### config.mk
export PLATFORM = sky130hd
export DESIGN_NAME = ssp_ram
export DESIGN_NICKNAME = d
export VERILOG_FILES = /design/src/sv/ssp_ram.sv
export SDC_FILE = /design/constraint.sdc
export NUM_CORES = 1
export LEC_CHECK = 0
export ABC_AREA = 1
export BUFFER_PORTS_ARGS = -buffer_cell sky130_fd_sc_hd__buf_2
export CELL_PAD_IN_SITES_DETAIL_PLACEMENT = 0
export CELL_PAD_IN_SITES_GLOBAL_PLACEMENT = 2
export CORE_AREA = 2 2 126 115
export CTS_CLUSTER_DIAMETER = 60
export DETAILED_ROUTE_END_ITERATION = 10
export DIE_AREA = 0 0 128 117
export GPL_ROUTABILITY_DRIVEN = 1
export GPL_TIMING_DRIVEN = 0
export HOLD_SLACK_MARGIN = 0.12
export PLACE_DENSITY_LB_ADDON = 0.1
export SYNTH_ARGS = -nofsm -noshare
export SYNTH_HDL_FRONTEND = slang
export SYNTH_SLANG_ARGS = --single-unit
### constraint.sdc
create_clock -name clk -period 3.1 [get_ports clk]
set_input_delay 0.155 -clock clk [delete_from_list [all_inputs] [get_ports clk]]
set_output_delay 0.155 -clock clk [all_outputs]
set_load 0.005 [all_outputs]
### src/sv/ssp_ram.sv
`timescale 1ns / 1ps

module ssp_ram #(
  parameter int WIDTH = 8,
  parameter int DEPTH = 16,
  localparam int AW = (DEPTH > 1) ? $clog2(DEPTH) : 1
) (
  input  logic             clk,
  input  logic             we,
  input  logic [AW-1:0]    waddr,
  input  logic [WIDTH-1:0] wdata,
  input  logic [AW-1:0]    raddr,
  output logic [WIDTH-1:0] rdata
);

  logic [WIDTH-1:0] mem [DEPTH];

  always_ff @(posedge clk) begin
    if (we) begin
      mem[waddr] <= wdata;
    end
    rdata <= mem[raddr];
  end

endmodule
==> flow_summary.yaml <==
floorplan:
  core.rowCount: 41
  chipHeight_um: 117
  floorplan.die.width_um: 128
  design.portCount: 26
  initial_core_util_pct: 41.9
  die_area_mm2: 0.0150
  core_area_mm2: 0.0137
pwr:
  vdd_ir_drop_max_uv: 370
  combinational_power_share_pct: 6.1
  netSwitchingPower_mw: 0.928
  clock_power_share_pct: 47.9
  intPower_mw: 3.57
  power.sequential.fraction_pct: 46.0
  p_leak_nw: 2.91
  power-per-cell-area_mw_per_mm2: 668
  p_sw_share_pct: 20.6
cells_and_area:
  n_fill_cell: 1266
  finalNetCount: 610
  num_antenna_cells: 0
  drive_above_1_share_pct: 12.4
  areaGrowthSynthToFinish_pct: 16.7
  post-route-util_pct: 48.9
clock_tree:
  post-cts-setup-buffers: 0
  root_driver: "sky130_fd_sc_hd__clkbuf_16"
  tritoncts: "done"
  clock_path_buffers: 2
  clock_net_sink_count: 136
  tritoncts.num_buffers: 17
  insertion_delay_ns: 0.42
  cts_max_level: 4
  cts_hold_repair.buffers: 0
  clk_pin_slew_worst_paths_ns: 0.06
  cts_repair_resize_count: 0
worst_setup_path:
  setup.worst_path.start_class: "input pin"
  worst-endpoint-arrival_ns: 1.39
  critical_path.endpoint_type: "flip-flop"
  crit_path_max_fanout: 8
  timing.reg2reg.setup_slack_ns: 2.06
  critPathKind: "input pin to flip-flop"
  r2r_end: "rdata[1]$_DFF_P_"
  worst-path-stages: 3
  crit_path_max_incr_delay_ns: 0.89
  cp_top_family: "simple AND/OR/NAND/NOR gates"
  r2r_cells: 6
  worst-path-buf-inv: 1
  crit_required_ns: 3.13
  launch_instance_of_the_worst_register_to_register_path: "mem[10][1]$_DFFE_PP_"
  cpMaxStageDelayCell: "sky130_fd_sc_hd__nor2_1"
  crit_chain: "buf_2 > nand3b_1 > nor2_1"
global_route:
  grt_max_degree: 17
  globalRoute.busiestLayer: "met2"
  grt.total_usage_pct: 22.2
  grt_pass1_vias: 3541
  globalRoute.totalOverflow: 0
  global_route.usage.met3_pct: 5.18
  grt_antenna_before_repair: 0
  global_route.usage.met1_pct: 31.9
  grt_first_pass_wirelength_um: 22800
  grtUsageMet2_pct: 33.5
sta:
  setup_tns_ns: 0
  timing_max_transition_violations_final: 0
  grt_setup_unrepaired: "false"
  timing.final.crit_period_ns: 1.37
  period_share_pct: 44.1
  final_number_of_hold_violating_endpoints: 0
  worst-slew-pin-transition_ns: 1.13
  holdWs_ns: 0.163
  setup_viol_count_final: 0
  timing.clock.skew_ns: 0.00914
  maxSlewHeadroom_pct: 24.4
  fmaxAchievable_mhz: 732
synth:
  syn_area_mm2: 0.00577
  synthTopCellsByArea: "sky130_fd_sc_hd__edfxtp_1, sky130_fd_sc_hd__nand2_1, sky130_fd_sc_hd__nand3_1"
  syn_avg_cell_area_um2: 10.5
  net_count_of_the_mapped_netlist: 569
  synth_warnings: 0
  most_instantiated_library_cell_after_synthesis: "sky130_fd_sc_hd__nand2_1"
  netlist_top_cells_count: "sky130_fd_sc_hd__nand2_1, sky130_fd_sc_hd__edfxtp_1, sky130_fd_sc_hd__inv_1"
  synth_cell_types: 12
  post_synth_inst_count: 551
  synth_top_area_share_pct: 66.7
  synth-async-reset-ratio_pct: 0
  synth_enable_flop_cells: 128
  synthFlopType: "sky130_fd_sc_hd__edfxtp_1"
  ys_ff_latch: 136
  synth.yosys.seq_area_share_pct: 69.4
  netlist.top_cell.by_area: "sky130_fd_sc_hd__edfxtp_1"
drt:
  detail_route.vias_per_cell: 4.87
  num_vias: 3786
  detailedRoute.firstIterationViolations: 295
  wire_per_inst_um: 19.7
  drt-total-wl_um: 15300
  route.antenna.remaining_nets: 0
  drt-pass1-iter-count: 5
  drc: 0
worst_hold_path:
  hold-path-cell-count: 1
  worst_hold_check_path_type: "input pin to flip-flop"
  min_delay_worst_endpoint: "mem[8][2]$_DFFE_PP_"
  hp-start: "wdata[2]"
run_status:
  status: "finished clean"
flow_run:
  cap_violations: 0
placed_design:
  buffer_ports.inserted: 22
  globalplace.congestion: 0.782
  dp.final_hpwl_um: 9870
-- kinds of logic (layout without fill, tap and decap cells) --
| logic type | count (synthesis) | in the layout | share of synthesized area [%] |
|---|---|---|---|
| flip-flops | 136 | 136 | 69.4 |
| AND/OR/NAND/NOR | 289 | 289 | 21.0 |
| buffers and inverters | 126 | 180 | 9.52 |
-- stage by stage --
| step | cell area [µm²] | instances | setup slack (ns) | power (mW) |
|---|---|---|---|---|
| after floorplan | 5770 | 551 | 1.99 | 2.25 |
| final | 6730 | 777 | 1.73 | 4.49 |
| after CTS | 6730 | 777 | 1.77 | 4.54 |
| after detailed placement | 6090 | 745 | 1.33 | 2.38 |
| after global placement | 6090 | 745 | 1.35 | 2.38 |
| after global routing | 6730 | 777 | 1.66 | 4.64 |
-- layout by cell type (no fill, tap or decap), types with 4 or more instances in the layout --
cell,netlist,routed
sky130_fd_sc_hd__clkbuf_16,0,17
sky130_fd_sc_hd__bufinv_16,0,4
sky130_fd_sc_hd__clkbuf_1,0,4
sky130_fd_sc_hd__nor2_1,17,17
sky130_fd_sc_hd__dfxtp_1,8,8
sky130_fd_sc_hd__edfxtp_1,128,128
sky130_fd_sc_hd__buf_6,6,6
sky130_fd_sc_hd__buf_4,4,4
sky130_fd_sc_hd__nand3_1,97,97
sky130_fd_sc_hd__nand2_1,173,173
sky130_fd_sc_hd__buf_2,13,35
sky130_fd_sc_hd__inv_1,100,100
sky130_fd_sc_hd__clkbuf_8,0,4
-- layout make-up --
| cell class | instances | area [µm²] | share of cell area, % |
|---|---|---|---|
| inverters | 102 | 383 | 5.69 |
| multi-input cells | 289 | 1210 | 18.0 |
| flip-flops and latches | 136 | 4000 | 59.5 |
| well taps | 172 | 215 | 3.20 |
| plain buffers | 24 | 166 | 2.47 |
| repair buffers | 22 | 110 | 1.64 |
| clock buffers | 25 | 495 | 7.36 |
| clock inverters | 7 | 140 | 2.08 |
-- power groups by stage --
stage / Combinational, mW / Sequential (mW) / Clock, mW
after floorplan: 0.145 / 2.10 / 0
after global placement: 0.274 / 2.10 / 0
after detailed placement: 0.276 / 2.10 / 0
after CTS: 0.277 / 2.07 / 2.19
after global routing: 0.304 / 2.07 / 2.26
final: 0.274 / 2.07 / 2.15
-- routing by layer --
layer | vias up | wire length (µm) | share of wire [%]
met2 | 112 | 6830 | 45
met3 | 13 | 849 | 5.5
met4 | 0 | 180 | 1.2
li1 | 1852 | - | -
met5 | - | 0 | 0
met1 | 1809 | 7470 | 49
-- worst max-delay path by stage --
stage	from	endpoint	slack (ns)
finish	waddr[3]	mem[4][3]$_DFFE_PP_	1.73
global route	waddr[3]	mem[4][6]$_DFFE_PP_	1.66
CTS	waddr[3]	mem[4][3]$_DFFE_PP_	1.77
detailed placement	waddr[3]	mem[4][7]$_DFFE_PP_	1.33
global placement	waddr[3]	mem[5][3]$_DFFE_PP_	1.35
floorplan	waddr[2]	mem[10][0]$_DFFE_PP_	1.99
-- state kept, by name, indices dropped and copies added, names as in the netlist --
name and count:
mem 128, rdata 8
-- worst reg2reg max path, delay by kind of cell (launching register included) --
family        cells  cell delay [ns]
simple gates      5             0.52
buf+inv           1             0.06
flops             1             0.36
Note: power is estimated with default switching activity, not from simulation.
